==> config.mk <==
export PLATFORM = sky130hd
export DESIGN_NAME = key_value_record_deframer
export DESIGN_NICKNAME = d
export VERILOG_FILES = /design/src/hw/rtl/kvrd_pkg.sv /design/src/hw/rtl/kvrd_core.sv /design/src/hw/rtl/key_value_record_deframer.sv
export SDC_FILE = /design/constraint.sdc
export NUM_CORES = 1
export LEC_CHECK = 0
export ABC_AREA = 1
export BUFFER_PORTS_ARGS = -buffer_cell sky130_fd_sc_hd__buf_2
export CAP_MARGIN = 30
export CORE_ASPECT_RATIO = 0.9
export CORE_UTILIZATION = 54
export DETAILED_ROUTE_END_ITERATION = 8
export GPL_TIMING_DRIVEN = 0
export PLACE_DENSITY = 0.76
export SKIP_CTS_REPAIR_TIMING = 1
export SYNTH_ARGS = -nofsm -noshare
export SYNTH_HDL_FRONTEND = slang
export SYNTH_SLANG_ARGS = --single-unit
==> constraint.sdc <==
create_clock -name clk -period 2.3 [get_ports clk]
set_clock_uncertainty 0.05 [all_clocks]
set_input_delay 0.46 -clock clk [delete_from_list [all_inputs] [get_ports clk]]
set_output_delay 0.46 -clock clk [all_outputs]
set_load 0.02 [all_outputs]
==> src/hw/rtl/kvrd_pkg.sv <==
// Shared phase codes, default field sizes and the result record for the key/value deframer.
`default_nettype none

package kvrd_pkg;

  // Parse phases; also used as the byte role code on the output
  localparam logic [2:0] PH_COUNT = 3'd0;
  localparam logic [2:0] PH_KLEN  = 3'd1;
  localparam logic [2:0] PH_KEY   = 3'd2;
  localparam logic [2:0] PH_VLEN  = 3'd3;
  localparam logic [2:0] PH_VAL   = 3'd4;
  localparam logic [2:0] PH_IGN   = 3'd5;

  localparam int LENGTH_BYTES_DEF = 4;
  localparam int COUNT_BYTES_DEF  = 2;

  typedef struct packed {
    logic [2:0]  role;
    logic [7:0]  byte_out;
    logic [15:0] entry_number;
    logic        field_end;
    logic [31:0] field_length;
    logic        entry_done;
    logic        truncated;
    logic        stream_done;
  } kvrd_res_t;

endpackage

`default_nettype wire

==> src/hw/rtl/kvrd_core.sv <==
// Parse state registers and the per-item tagging logic of the key/value deframer.
`default_nettype none

module kvrd_core #(
  parameter int LENGTH_BYTES = kvrd_pkg::LENGTH_BYTES_DEF,
  parameter int COUNT_BYTES  = kvrd_pkg::COUNT_BYTES_DEF
) (
  input  wire logic               clk,
  input  wire logic               rst,
  input  wire logic               step,
  input  wire logic [7:0]         data_byte,
  input  wire logic               last_byte,
  output kvrd_pkg::kvrd_res_t     res
);
  import kvrd_pkg::*;

  localparam int MAXB  = (LENGTH_BYTES > COUNT_BYTES) ? LENGTH_BYTES : COUNT_BYTES;
  localparam int IDX_W = (MAXB > 1) ? $clog2(MAXB) : 1;
  localparam logic [IDX_W-1:0] LEN_LAST = IDX_W'(LENGTH_BYTES - 1);
  localparam logic [IDX_W-1:0] CNT_LAST = IDX_W'(COUNT_BYTES - 1);

  logic [2:0]       phase,         phase_next;
  logic [15:0]      entries_left,  entries_left_next;
  logic [31:0]      bytes_left,    bytes_left_next;
  logic [IDX_W-1:0] idx,           idx_next;
  logic [31:0]      acc,           acc_next;
  logic [15:0]      entry_counter, entry_counter_next;

  logic [31:0] idx32;
  logic [31:0] acc_add;
  logic [31:0] bytes_dec;
  logic [15:0] ent_dec;

  always_comb begin
    idx32     = 32'(idx);
    // bytes past the fourth of a length are consumed but not folded in
    acc_add   = (idx32 < 32'd4) ? (acc | (32'(data_byte) << {idx32[1:0], 3'b000})) : acc;
    bytes_dec = bytes_left - 32'd1;
    ent_dec   = entries_left - 16'd1;

    phase_next         = phase;
    entries_left_next  = entries_left;
    bytes_left_next    = bytes_left;
    idx_next           = idx;
    acc_next           = acc;
    entry_counter_next = entry_counter;

    res.role         = PH_IGN;
    res.byte_out     = data_byte;
    res.entry_number = 16'd0;
    res.field_end    = 1'b0;
    res.field_length = 32'd0;
    res.entry_done   = 1'b0;
    res.truncated    = 1'b0;
    res.stream_done  = last_byte;

    case (phase)
      PH_COUNT: begin
        res.role = PH_COUNT;
        if (idx == CNT_LAST) begin
          idx_next           = '0;
          acc_next           = 32'd0;
          res.field_end      = 1'b1;
          res.field_length   = acc_add;
          entries_left_next  = acc_add[15:0];
          entry_counter_next = 16'd0;
          phase_next         = (acc_add[15:0] == 16'd0) ? PH_IGN : PH_KLEN;
        end else begin
          idx_next = idx + 1'b1;
          acc_next = acc_add;
        end
      end
      PH_KLEN, PH_VLEN: begin
        res.role         = phase;
        res.entry_number = entry_counter;
        if (idx == LEN_LAST) begin
          idx_next         = '0;
          acc_next         = 32'd0;
          res.field_end    = 1'b1;
          res.field_length = acc_add;
          bytes_left_next  = acc_add;
          if (phase == PH_KLEN) begin
            // empty key goes straight to the value length
            phase_next = (acc_add == 32'd0) ? PH_VLEN : PH_KEY;
          end else if (acc_add == 32'd0) begin
            res.entry_done     = 1'b1;
            entry_counter_next = entry_counter + 16'd1;
            entries_left_next  = ent_dec;
            phase_next         = (ent_dec == 16'd0) ? PH_IGN : PH_KLEN;
          end else begin
            phase_next = PH_VAL;
          end
        end else begin
          idx_next = idx + 1'b1;
          acc_next = acc_add;
        end
      end
      PH_KEY, PH_VAL: begin
        res.role         = phase;
        res.entry_number = entry_counter;
        bytes_left_next  = bytes_dec;
        if (bytes_dec == 32'd0) begin
          res.field_end = 1'b1;
          if (phase == PH_KEY) begin
            phase_next = PH_VLEN;
          end else begin
            res.entry_done     = 1'b1;
            entry_counter_next = entry_counter + 16'd1;
            entries_left_next  = ent_dec;
            phase_next         = (ent_dec == 16'd0) ? PH_IGN : PH_KLEN;
          end
        end
      end
      default: begin
        res.role   = PH_IGN;
        phase_next = PH_IGN;
      end
    endcase

    if (last_byte) begin
      // ended inside the count or an entry; a clean entry boundary is not truncation
      res.truncated = (phase_next == PH_COUNT) || (phase_next == PH_KEY) ||
                      (phase_next == PH_VLEN) || (phase_next == PH_VAL) ||
                      ((phase_next == PH_KLEN) && (idx_next != '0));
      phase_next         = PH_COUNT;
      entries_left_next  = 16'd0;
      bytes_left_next    = 32'd0;
      idx_next           = '0;
      acc_next           = 32'd0;
      entry_counter_next = 16'd0;
    end
  end

  always_ff @(posedge clk) begin
    if (rst) begin
      phase         <= PH_COUNT;
      entries_left  <= 16'd0;
      bytes_left    <= 32'd0;
      idx           <= '0;
      acc           <= 32'd0;
      entry_counter <= 16'd0;
    end else if (step) begin
      phase         <= phase_next;
      entries_left  <= entries_left_next;
      bytes_left    <= bytes_left_next;
      idx           <= idx_next;
      acc           <= acc_next;
      entry_counter <= entry_counter_next;
    end
  end

endmodule

`default_nettype wire

==> src/hw/rtl/key_value_record_deframer.sv <==
// Top level of the key/value record deframer: input register, parser and result register.
//
// Usage:
//   Slave channel (s_*) carries the serialized buffer one byte per item;
//   s_tlast marks the buffer's final byte. Master channel (m_*) returns one
//   tagged item per input byte, in order: the role code on m_tuser, the byte,
//   entry index, field end, assembled length, entry done and truncation flags
//   on m_tdata, and m_tlast on the item of the buffer's last byte.
// Path: an accepted byte is held in the input register, parsed by the core,
//   and its item is written to the result register, which drives m_tvalid.
// Throughput: one item per cycle while m_tready is high; the parse step is a
//   single compare/decrement on the phase and counters, so nothing iterates.
// Stalls: when m_tready is low the result register holds, the input register
//   fills and then s_tready drops; no item is lost or repeated, and full rate
//   resumes the cycle m_tready returns.
// Reset: rst (synchronous) empties both registers and returns the parser to
//   the entry count. After each item with s_tlast the parser also returns to
//   the entry count, ready for the next buffer.
`default_nettype none

module key_value_record_deframer #(
  parameter int LENGTH_BYTES = kvrd_pkg::LENGTH_BYTES_DEF,
  parameter int COUNT_BYTES  = kvrd_pkg::COUNT_BYTES_DEF
) (
  input  wire logic        clk,
  input  wire logic        rst,
  // input byte stream
  input  wire logic        s_tvalid,
  output logic             s_tready,
  input  wire logic [7:0]  s_tdata,   // [7:0] data_byte
  input  wire logic        s_tlast,   // last_byte
  // tagged output stream
  output logic             m_tvalid,
  input  wire logic        m_tready,
  output logic [63:0]      m_tdata,   // [7:0] byte_out, [23:8] entry_number, [24] field_end,
                                      // [56:25] field_length, [57] entry_done,
                                      // [58] truncated, [63:59] zero
  output logic [2:0]       m_tuser,   // [2:0] byte_role
  output logic             m_tlast    // stream_done
);
  import kvrd_pkg::*;

  // input register
  logic       in_valid;
  logic [7:0] in_data;
  logic       in_last;

  // result register
  logic      out_valid;
  kvrd_res_t out_res;
  kvrd_res_t res;

  logic advance;

  // item moves from input register through the parser into the result register
  assign advance  = in_valid && (!out_valid || m_tready);
  assign s_tready = !in_valid || advance;

  always_ff @(posedge clk) begin
    if (rst) begin
      in_valid <= 1'b0;
    end else if (s_tready) begin
      in_valid <= s_tvalid;
    end
  end

  always_ff @(posedge clk) begin
    if (s_tready && s_tvalid) begin
      in_data <= s_tdata;
      in_last <= s_tlast;
    end
  end

  kvrd_core #(
    .LENGTH_BYTES (LENGTH_BYTES),
    .COUNT_BYTES  (COUNT_BYTES)
  ) u_core (
    .clk       (clk),
    .rst       (rst),
    .step      (advance),
    .data_byte (in_data),
    .last_byte (in_last),
    .res       (res)
  );

  always_ff @(posedge clk) begin
    if (rst) begin
      out_valid <= 1'b0;
    end else if (advance) begin
      out_valid <= 1'b1;
    end else if (m_tready) begin
      out_valid <= 1'b0;
    end
  end

  always_ff @(posedge clk) begin
    if (advance) begin
      out_res <= res;
    end
  end

  assign m_tvalid = out_valid;
  assign m_tuser  = out_res.role;
  assign m_tlast  = out_res.stream_done;
  assign m_tdata  = {5'd0, out_res.truncated, out_res.entry_done, out_res.field_length,
                     out_res.field_end, out_res.entry_number, out_res.byte_out};

endmodule

`default_nettype wire

==> impl_metrics.yaml, run 1 <==
sta:
  worst-slew-pin-transition_ns: 0.748
  relSlewSlack: 0.501
  timing.final.setup_violations: 37
  fin_setup_tns_ns: -15.63
  period_minus_slack_ns: 2.78
  timing.fmax_mhz: 360
  fin_crit_sh: 1.21
  report.final.slew_viol_count: 0
  worst_hold_slack_ns: 0.133
  final_hold_violation_count: 0
  grt_setup_unrepaired: "true"
  setup_ws_ns: -0.480
global_route:
  number_of_global_route_vias_before_repair: 8357
  antenna_found_initial: 0
  grt_remaining_overflow: 0
  grt_first_pass_wirelength_um: 43900
  globalRouteTotalUtil: 0.318
  maximum_number_of_pins_on_one_net_before_global_route_repair: 41
final_layout:
  nets: 1508
  fillers: 1246
  design_area_mm2: 0.0125
  post_route_cells_drive_above_1_share: 0.301
  final-instance-count-excl-fill: 1735
  n_antenna_cell: 0
  flow.area_growth_from_synthesis_pct: 31.8
  post-route-util: 0.736
detailed_routing:
  dr.first_iter.drc_count: 1264
  drc_errors: 0
  detailedRoute.firstPassIterationCount: 6
  vias_per_cell: 5.88
  wl_per_cell_um: 18.5
  number_of_antenna_violating_nets_in_the_routed_design: 0
  routed_wl_um: 32000
  detailroute.via_count: 10200
logic_synthesis:
  ys.flop_type: "sky130_fd_sc_hd__dfxtp_1"
  sequential_area_share_after_synthesis: 0.444
  synth_warnings: 0
  synth_top_area_cells: "sky130_fd_sc_hd__edfxtp_1 (23%), sky130_fd_sc_hd__dfxtp_1 (22%), sky130_fd_sc_hd__nand2_1 (14%)"
  postSynthCellCount: 1322
  synth.top_cell.area_share: 0.227
  synth_area_mm2: 0.00952
  post_synth.cell_area_avg_um2: 7.20
  number_of_flops_mapped_to_enable_cells_by_yosys: 72
  netlist.top_cell.by_area: "sky130_fd_sc_hd__edfxtp_1"
  synth_async_reset_ratio: 0
  synthMostInstantiatedCell: "sky130_fd_sc_hd__nand2_1"
  synthTopCellsByCount: "sky130_fd_sc_hd__nand2_1 (343), sky130_fd_sc_hd__nor2_1 (181), sky130_fd_sc_hd__inv_1 (157), sky130_fd_sc_hd__a21oi_1 (103), sky130_fd_sc_hd__dfxtp_1 (103)"
  synth-seq-cells: 175
  yosysUniqueCellTypes: 44
flow_run:
  cap_violations: 0
cts:
  master_cell_of_the_clock_root_buffer: "sky130_fd_sc_hd__clkbuf_16"
  maximum_clock_path_buffer_count: 2
  tritoncts: "yes"
  clock-sinks: 175
  clk-insertion-delay-late_ns: 0.45
  clkTransAtPathRegs_ns: 0.07
  clock_tree.htree_level_count: 4
  numCtsBuffers: 17
die:
  die_height_um: 128
  die-width_um: 142
  die-area_mm2: 0.0182
  design.portCount: 83
  initial_core_util: 0.558
  core-area_mm2: 0.0171
  core_rows: 45
place:
  postPlaceCellArea_mm2: 0.0102
  detailedPlacementHpwl_um: 20900
  place.gp.congestion: 0.967
  place.port_buffers: 76
  dp_cells: 1638
power_and_ir_drop:
  power_density_mw_per_mm2: 634
  ir_drop_worst_case_vdd_uv: 657
  p_leak_nw: 5.12
worst_setup_path:
  critical_path.slowest_cell: "sky130_fd_sc_hd__dfxtp_4"
  worst_ep_arrival_time_ns: 3.03
  cp_max_fo: 7
  slowest_delay_ns: 0.37
  path_common_cell: "sky130_fd_sc_hd__nand2_1"
  critical_path.top_delay_family: "simple AND/OR/NAND/NOR gates"
  critical_path_buf_inv_count: 2
  path_class: "flop to flop"
  startpoint_type: "flop"
  required_time_of_the_critical_path_ns: 2.55
  kind_of_end_point_of_the_critical_path: "flop"
  path_cells: "inv_4 -> ha_4 -> nand2_1 -> nor2_1 -> nand3_2 -> o21ai_0 -> nand2_1 -> nor2_2 -> nand2_2 -> nor2_4 -> nand3_4 -> o21ai_4 -> nand2_4 -> buf_8 -> nand2_1 -> a21oi_1"
run_status:
  violations: "setup timing"
  run_status: "finished with violations"
worst_hold_path:
  hp-class: "input port to flop"
[registers in the layout, indices dropped and copies added, names as in the netlist]
name                  cells
u_core.bytes_left        32
in_last                   1
m_tlast                   1
u_core.entries_left      16
u_core.phase              3
m_tuser                   3
u_core.idx                2
m_tvalid                  1
u_core.entry_counter     16
m_tdata                  59
u_core.acc               32
in_valid                  1
in_data                   8
[power breakdown]
| part | internal (mW) | switching (mW) |
|---|---|---|
| combinational | 0.531 | 0.993 |
| sequential | 3.31 | 0.0704 |
| clock | 1.59 | 1.47 |
| total | 5.43 | 2.54 |
[cell families after synthesis]
logic type | after synthesis | synth area share
buf+inv | 221 | 0.0961
flops | 175 | 0.444
simple gates | 683 | 0.305
fa+ha+maj | 8 | 0.0105
compound gates | 218 | 0.130
xor+xnor | 16 | 0.0147
other cells | 1 | 0.000394
[layer usage]
metal  routed length [um]  up-vias  global-route usage  part of all wire
met5                    0        -                   0                 0
met4                 1330        0               0.121             0.042
met3                 3290      131              0.0747              0.10
met2                14500      675               0.493              0.45
met1                12900     4748               0.432              0.40
li1                     -     4653                   -                 -
[stage by stage]
step / setup WS, ns / power [mW]
after floorplan: 0.0140 / 4.18
after global placement: -0.732 / 4.49
after detailed placement: -0.603 / 4.51
after CTS: -0.671 / 7.49
after global routing: -0.521 / 8.17
final: -0.480 / 7.96
[final cells by class]
class                      count  area (um2)  area share
timing repair buffer         139         987      0.0787
tap                          235         294      0.0234
clock inverter                15         218      0.0173
clock buffer                  17         425      0.0339
multi-input combinational    931        5310       0.423
sequential                   175        4260       0.339
timing repair inverter         2        15.0     0.00120
buffer                        56         402      0.0320
inverter                     165         643      0.0512
[placed cells by master (no fill, tap or decap), types with 10 or more instances in the layout]
master,count
sky130_fd_sc_hd__edfxtp_1,72
sky130_fd_sc_hd__o21ai_1,10
sky130_fd_sc_hd__o211ai_1,24
sky130_fd_sc_hd__buf_2,79
sky130_fd_sc_hd__o22ai_1,20
sky130_fd_sc_hd__nand4_1,23
sky130_fd_sc_hd__nand2_2,64
sky130_fd_sc_hd__o21ai_0,29
sky130_fd_sc_hd__nand2_1,272
sky130_fd_sc_hd__inv_1,143
sky130_fd_sc_hd__a21oi_2,21
sky130_fd_sc_hd__nand2_4,11
sky130_fd_sc_hd__nor2_4,35
sky130_fd_sc_hd__buf_4,55
sky130_fd_sc_hd__nor2_2,27
sky130_fd_sc_hd__clkbuf_1,22
sky130_fd_sc_hd__nor2_1,135
sky130_fd_sc_hd__a21oi_1,83
sky130_fd_sc_hd__buf_6,17
sky130_fd_sc_hd__xor2_1,10
sky130_fd_sc_hd__dfxtp_1,88
sky130_fd_sc_hd__clkbuf_16,21
sky130_fd_sc_hd__inv_2,16
sky130_fd_sc_hd__nand3_1,72
sky130_fd_sc_hd__o21ai_2,10
[final timing paths]
| path | startpoint | end | slack, ns | depth (start not counted) |
|---|---|---|---|---|
| worst max register to register | u_core.bytes_left[1] | u_core.entry_counter[12] | -0.48 | 16 |
| worst max-delay path | u_core.bytes_left[1] | u_core.entry_counter[12] | -0.48 | 16 |
| worst min register to register | u_core.acc[5] | u_core.acc[5] | 0.41 | 2 |
| worst min-delay path | s_tdata[6] | in_data[6] | 0.13 | 1 |
Power figures use the tool's default switching activity.
==> run 2: changes to the inputs <==
Settings changed: CORE_UTILIZATION 54 to 46, PLACE_DENSITY 0.76 to 0.67.
==> run 2 against run 1 <==
Effect of this change:
- the run still ends with setup timing left
- maximum frequency grew 3.0%
- clock-buffer cell count unchanged
- worst hold slack got worse by 0.0023 ns
- sequential power hardly changed
- wire length shrank 3.3%
- sequential share of layout area decreased by 0.19 points
- setup slack better by 0.080 ns
- clock power decreased by 1%
- core utilization fell by 11 points
- design area is 0.54% higher
- register-to-register slack better by 0.08 ns
==> impl_metrics.yaml, run 2 (synthesized netlist as in run 1, its figures left out) <==
run_status:
  run_status: "finished with violations"
  violations: "setup timing"
detailed_routing:
  drc_errors: 0
  wl_per_cell_um: 17.5
  detailedRoute.firstPassIterationCount: 6
  dr.first_iter.drc_count: 1130
  detailroute.via_count: 9789
  vias_per_cell: 5.53
  routed_wl_um: 31000
  number_of_antenna_violating_nets_in_the_routed_design: 0
final_layout:
  fillers: 1717
  flow.area_growth_from_synthesis_pct: 32.5
  design_area_mm2: 0.0126
  mostFrequentLayoutCells: "sky130_fd_sc_hd__nand2_1 (279), sky130_fd_sc_hd__inv_1 (146), sky130_fd_sc_hd__nor2_1 (143)"
  largest_register_ff_count: 59
  multi_input_gate_area_in_the_final_layout_mm2: 0.00527
  n_antenna_cell: 0
  layout_commonest_cell: "sky130_fd_sc_hd__nand2_1"
  area_taken_by_flip_flops_and_latches_mm2: 0.00426
  nets: 1522
  post_route_cells_drive_above_1_share: 0.296
sta:
  worst-slew-pin-transition_ns: 0.755
  timing.final.setup_violations: 43
  timing.fmax_mhz: 370
  period_minus_slack_ns: 2.70
  grt_setup_unrepaired: "true"
  worst_hold_slack_ns: 0.131
  setup_ws_ns: -0.400
  fin_crit_sh: 1.17
  report.final.slew_viol_count: 0
  final_hold_violation_count: 0
  relSlewSlack: 0.496
worst_setup_path:
  slowest_delay_ns: 0.37
  regToRegStartpoint: "u_core.idx[1]"
  worst_ep_arrival_time_ns: 2.97
  worst_setup_path_startpoint: "u_core.idx[1]"
  required_time_of_the_critical_path_ns: 2.57
  r2r_cells: 15
  cp_max_fo: 8
  critical_path.slowest_cell: "sky130_fd_sc_hd__dfxtp_4"
  critical_path.reg2reg.endpoint: "u_core.entries_left[2]"
  setup.worst_path.end: "u_core.entries_left[2]"
  setup.reg_to_reg.worst_slack_ns: -0.40
  path_cells: "buf_8 -> buf_8 -> nand3_2 -> nand2_1 -> inv_2 -> nand2_2 -> nor3_2 -> nand4_1 -> nor3_4 -> nand2_2 -> a21oi_4 -> nand2_4 -> clkbuf_16 -> nand2_4 -> a21oi_2"
  startpoint_type: "flop"
  kind_of_end_point_of_the_critical_path: "flop"
  path_class: "flop to flop"
cts:
  clock-sinks: 175
  clk-insertion-delay-late_ns: 0.45
  maximum_clock_path_buffer_count: 2
  tritoncts: "yes"
  clkTransAtPathRegs_ns: 0.08
  clock_tree.htree_level_count: 4
  master_cell_of_the_clock_root_buffer: "sky130_fd_sc_hd__clkbuf_16"
  numCtsBuffers: 17
global_route:
  globalRouteTotalUtil: 0.262
  grt_first_pass_wirelength_um: 43300
  maximum_number_of_pins_on_one_net_before_global_route_repair: 42
  number_of_global_route_vias_before_repair: 8145
  antenna_found_initial: 0
  grt_remaining_overflow: 0
die:
  design.portCount: 83
  core_rows: 49
  core-area_mm2: 0.0201
  die-area_mm2: 0.0213
  initial_core_util: 0.473
  die_height_um: 138
  die-width_um: 154
place:
  postPlaceCellArea_mm2: 0.0103
  place.port_buffers: 76
  place.gp.congestion: 0.955
  detailedPlacementHpwl_um: 20900
worst_hold_path:
  hp-class: "input port to flop"
power_and_ir_drop:
  power_density_mw_per_mm2: 622
  p_leak_nw: 5.17
  ir_drop_worst_case_vdd_uv: 391
flow_run:
  cap_violations: 0
-- run 2: power by group --
group / switching, mW / internal [mW] / leakage [nW]
clock: 1.52 / 1.50 / 0.303
combinational: 0.937 / 0.509 / 3.36
sequential: 0.0688 / 3.31 / 1.51
total: 2.52 / 5.32 / 5.17
-- run 2: critical path: cells and delay by family (launching register included) --
family          cells  cell delay, ns
simple gates        9            1.25
flops               1            0.37
buf+inv             4            0.60
compound gates      2            0.31
-- run 2: per-layer routing --
metal / GRT usage / share of wire / vias up
met5: 0 / 0 / -
met4: 0.0868 / 0.030 / 0
met3: 0.0370 / 0.073 / 67
met2: 0.404 / 0.46 / 470
met1: 0.376 / 0.44 / 4574
li1: - / - / 4678
-- run 2: layout make-up --
type,instances,area share
Buffer,56,0.0321
Clock buffer,17,0.0337
Clock inverter,15,0.0162
Inverter,165,0.0512
Multi-Input combinational cell,931,0.418
Sequential cell,175,0.337
Tap cell,255,0.0253
Timing Repair Buffer,155,0.0865
-- run 2: worst min-delay path by stage --
stage	from	end	slack, ns	depth (start not counted)
floorplan	u_core.acc[16]	u_core.acc[16]	0.38	2
detailed placement	u_core.acc[17]	u_core.acc[17]	0.40	2
global placement	u_core.acc[17]	u_core.acc[17]	0.39	2
finish	s_tdata[6]	in_data[6]	0.13	1
CTS	s_tdata[3]	in_data[3]	0.12	1
global route	s_tdata[4]	in_data[4]	0.12	1
-- run 2: metrics by stage --
stage	total power [mW]	utilization	std cells	setup TNS, ns	setup WS, ns
CTS	7.49	0.542	1690	-43.44	-0.679
global placement	4.50	0.510	1657	-85.56	-0.746
floorplan	4.18	-	1326	0	0.0140
detailed placement	4.51	0.511	1658	-45.60	-0.635
global route	8.09	0.627	1769	-16.41	-0.497
finish	7.85	0.627	1769	-12.81	-0.400
==> run 3: changes to the inputs <==
Settings changed: ABC_AREA 1 to default.
==> run 3 against run 2 <==
Effect of this change:
- the run still ends with setup timing left
- core utilization down 3.1 points
- largest power group unchanged
- highest routed layer unchanged
- cell count decreased by 16%
- synthesized area is 4.5% lower
- design area fell by 8.9%
- global-route usage up 1.8 points
- sequential share of layout area grew 3.1 points
- critical endpoint is now m_tdata[58]
==> impl_metrics.yaml, run 3 <==
run_status:
  run_status: "finished with violations"
  violations: "setup timing"
final_layout:
  post_route_cells_drive_above_1_share: 0.256
  flow.area_growth_from_synthesis_pct: 26.4
  fillers: 1630
  mostFrequentLayoutCells: "sky130_fd_sc_hd__nor2_1 (163), sky130_fd_sc_hd__nand2_1 (98), sky130_fd_sc_hd__a21oi_1 (98)"
  area_taken_by_flip_flops_and_latches_mm2: 0.00424
  largest_register_ff_count: 59
  n_antenna_cell: 0
  design_area_mm2: 0.0115
  multi_input_gate_area_in_the_final_layout_mm2: 0.00496
  layout_commonest_cell: "sky130_fd_sc_hd__nor2_1"
  nets: 1236
logic_synthesis:
  number_of_flops_mapped_to_enable_cells_by_yosys: 72
  synth_async_reset_ratio: 0
  post_synth.cell_area_avg_um2: 8.56
  sequential_area_share_after_synthesis: 0.464
  synth-seq-cells: 175
  netlist.top_cell.by_area: "sky130_fd_sc_hd__edfxtp_1"
  synth_top_area_cells: "sky130_fd_sc_hd__edfxtp_1 (24%), sky130_fd_sc_hd__dfxtp_1 (23%), sky130_fd_sc_hd__nor2_1 (6.9%)"
  synth_area_mm2: 0.00910
  yosysUniqueCellTypes: 71
  synthMostInstantiatedCell: "sky130_fd_sc_hd__nor2_1"
  postSynthCellCount: 1063
  synth.top_cell.area_share: 0.238
  synth_warnings: 0
  synthTopCellsByCount: "sky130_fd_sc_hd__nor2_1 (167), sky130_fd_sc_hd__a21oi_1 (115), sky130_fd_sc_hd__dfxtp_1 (103), sky130_fd_sc_hd__nand2_1 (100), sky130_fd_sc_hd__edfxtp_1 (72)"
  ys.flop_type: "sky130_fd_sc_hd__dfxtp_1"
place:
  postPlaceCellArea_mm2: 0.0101
  place.gp.congestion: 0.946
  place.port_buffers: 76
  detailedPlace.worstSlack_ns: -1.45
  detailedPlacementHpwl_um: 19600
detailed_routing:
  dr.first_iter.drc_count: 982
  wl_per_cell_um: 19.8
  vias_per_cell: 6.08
  detailedRoute.firstPassIterationCount: 6
  routed_wl_um: 29300
  drc_errors: 0
  number_of_antenna_violating_nets_in_the_routed_design: 0
  detailroute.via_count: 8987
worst_setup_path:
  worst_ep_arrival_time_ns: 3.56
  required_time_of_the_critical_path_ns: 2.44
  path_class: "flop to flop"
  regToRegStartpoint: "u_core.bytes_left[0]"
  worst_setup_path_startpoint: "u_core.bytes_left[0]"
  startpoint_type: "flop"
  kind_of_end_point_of_the_critical_path: "flop"
  cp_max_fo: 8
cts:
  clock_tree.htree_level_count: 4
  maximum_clock_path_buffer_count: 2
  clk-insertion-delay-late_ns: 0.44
  clkTransAtPathRegs_ns: 0.07
  numCtsBuffers: 17
  master_cell_of_the_clock_root_buffer: "sky130_fd_sc_hd__clkbuf_16"
  tritoncts: "yes"
  clock-sinks: 175
sta:
  timing.final.setup_violations: 44
  setup_ws_ns: -1.12
  relSlewSlack: 0.323
  fin_crit_sh: 1.49
  timing.fmax_mhz: 293
  period_minus_slack_ns: 3.42
  grt_setup_unrepaired: "true"
  worst-slew-pin-transition_ns: 1.01
  worst_hold_slack_ns: 0.144
  report.final.slew_viol_count: 0
  final_hold_violation_count: 0
global_route:
  grt_first_pass_wirelength_um: 43400
  globalRouteTotalUtil: 0.280
  antenna_found_initial: 0
  maximum_number_of_pins_on_one_net_before_global_route_repair: 37
  grt_remaining_overflow: 0
  number_of_global_route_vias_before_repair: 7773
power_and_ir_drop:
  totalPowerFinal_mw: 7.18
  p_leak_nw: 4.37
  ir_drop_worst_case_vdd_uv: 551
  power_density_mw_per_mm2: 625
die:
  core-area_mm2: 0.0193
  die-area_mm2: 0.0203
  die_height_um: 135
  initial_core_util: 0.472
  die-width_um: 150
  design.portCount: 83
  core_rows: 48
flow_run:
  cap_violations: 0
worst_hold_path:
  timing.hold.worst.start: "s_tdata[1]"
  hp-class: "input port to flop"
run 3: logic make-up after synthesis:
family / count (synthesis) / share of synthesized area
buf+inv: 100 / 0.0470
compound gates: 275 / 0.184
other cells: 1 / 0.000412
fa+ha+maj: 8 / 0.0110
mux: 1 / 0.00110
xor+xnor: 30 / 0.0289
flops: 175 / 0.464
simple gates: 473 / 0.263
run 3: critical path, cell delays in order (launching register included):
cell                       delay, ns
sky130_fd_sc_hd__dfxtp_4        0.38
sky130_fd_sc_hd__inv_2          0.07
sky130_fd_sc_hd__ha_4           0.16
sky130_fd_sc_hd__nor3b_4        0.35
sky130_fd_sc_hd__nand4_1        0.22
sky130_fd_sc_hd__buf_4          0.19
sky130_fd_sc_hd__or4_4          0.43
sky130_fd_sc_hd__a2111o_1       0.42
sky130_fd_sc_hd__nor4_4         0.28
sky130_fd_sc_hd__nand4_1        0.29
sky130_fd_sc_hd__nand4_1        0.24
sky130_fd_sc_hd__o32ai_1        0.09
run 3: path summary, 6_finish.rpt:
path	endpoint	slack (ns)	cells after the start
setup reg to reg	m_tdata[58]	-1.12	11
hold / removal	in_data[1]	0.14	1
setup / recovery	m_tdata[58]	-1.12	11
hold reg to reg	m_tdata[1]	0.41	0
run 3: final cells by class:
cell class                      instances  share of cell area
Clock buffer                           17              0.0370
Timing Repair inverter                  1            0.000435
Sequential cell                       175               0.369
Inverter                               20             0.00773
Timing Repair Buffer                  135              0.0742
Tap cell                              250              0.0272
Clock inverter                         15              0.0111
Buffer                                 73              0.0424
Multi-Input combinational cell        792               0.431
run 3: per-layer routing:
metal	up-vias	routed length, um	GRT usage
met3	68	2420	0.0401
met4	0	902	0.112
met2	476	13500	0.424
li1	4159	-	-
met1	4284	12500	0.400
met5	-	0	0
run 3: report_power, final:
| group | switching (mW) | leakage [nW] | internal [mW] |
|---|---|---|---|
| Clock | 1.36 | 0.267 | 1.42 |
| Sequential | 0.0556 | 1.51 | 3.30 |
| Combinational | 0.640 | 2.59 | 0.400 |
| Total | 2.06 | 4.37 | 5.12 |
run 3: per-stage QoR:
stage               utilization  setup TNS, ns  cells
global route              0.596         -43.21   1478
global placement          0.523        -140.04   1393
CTS                       0.553         -83.31   1426
detailed placement        0.524         -86.32   1394
finish                    0.596         -37.54   1478
floorplan                     -         -33.81   1067
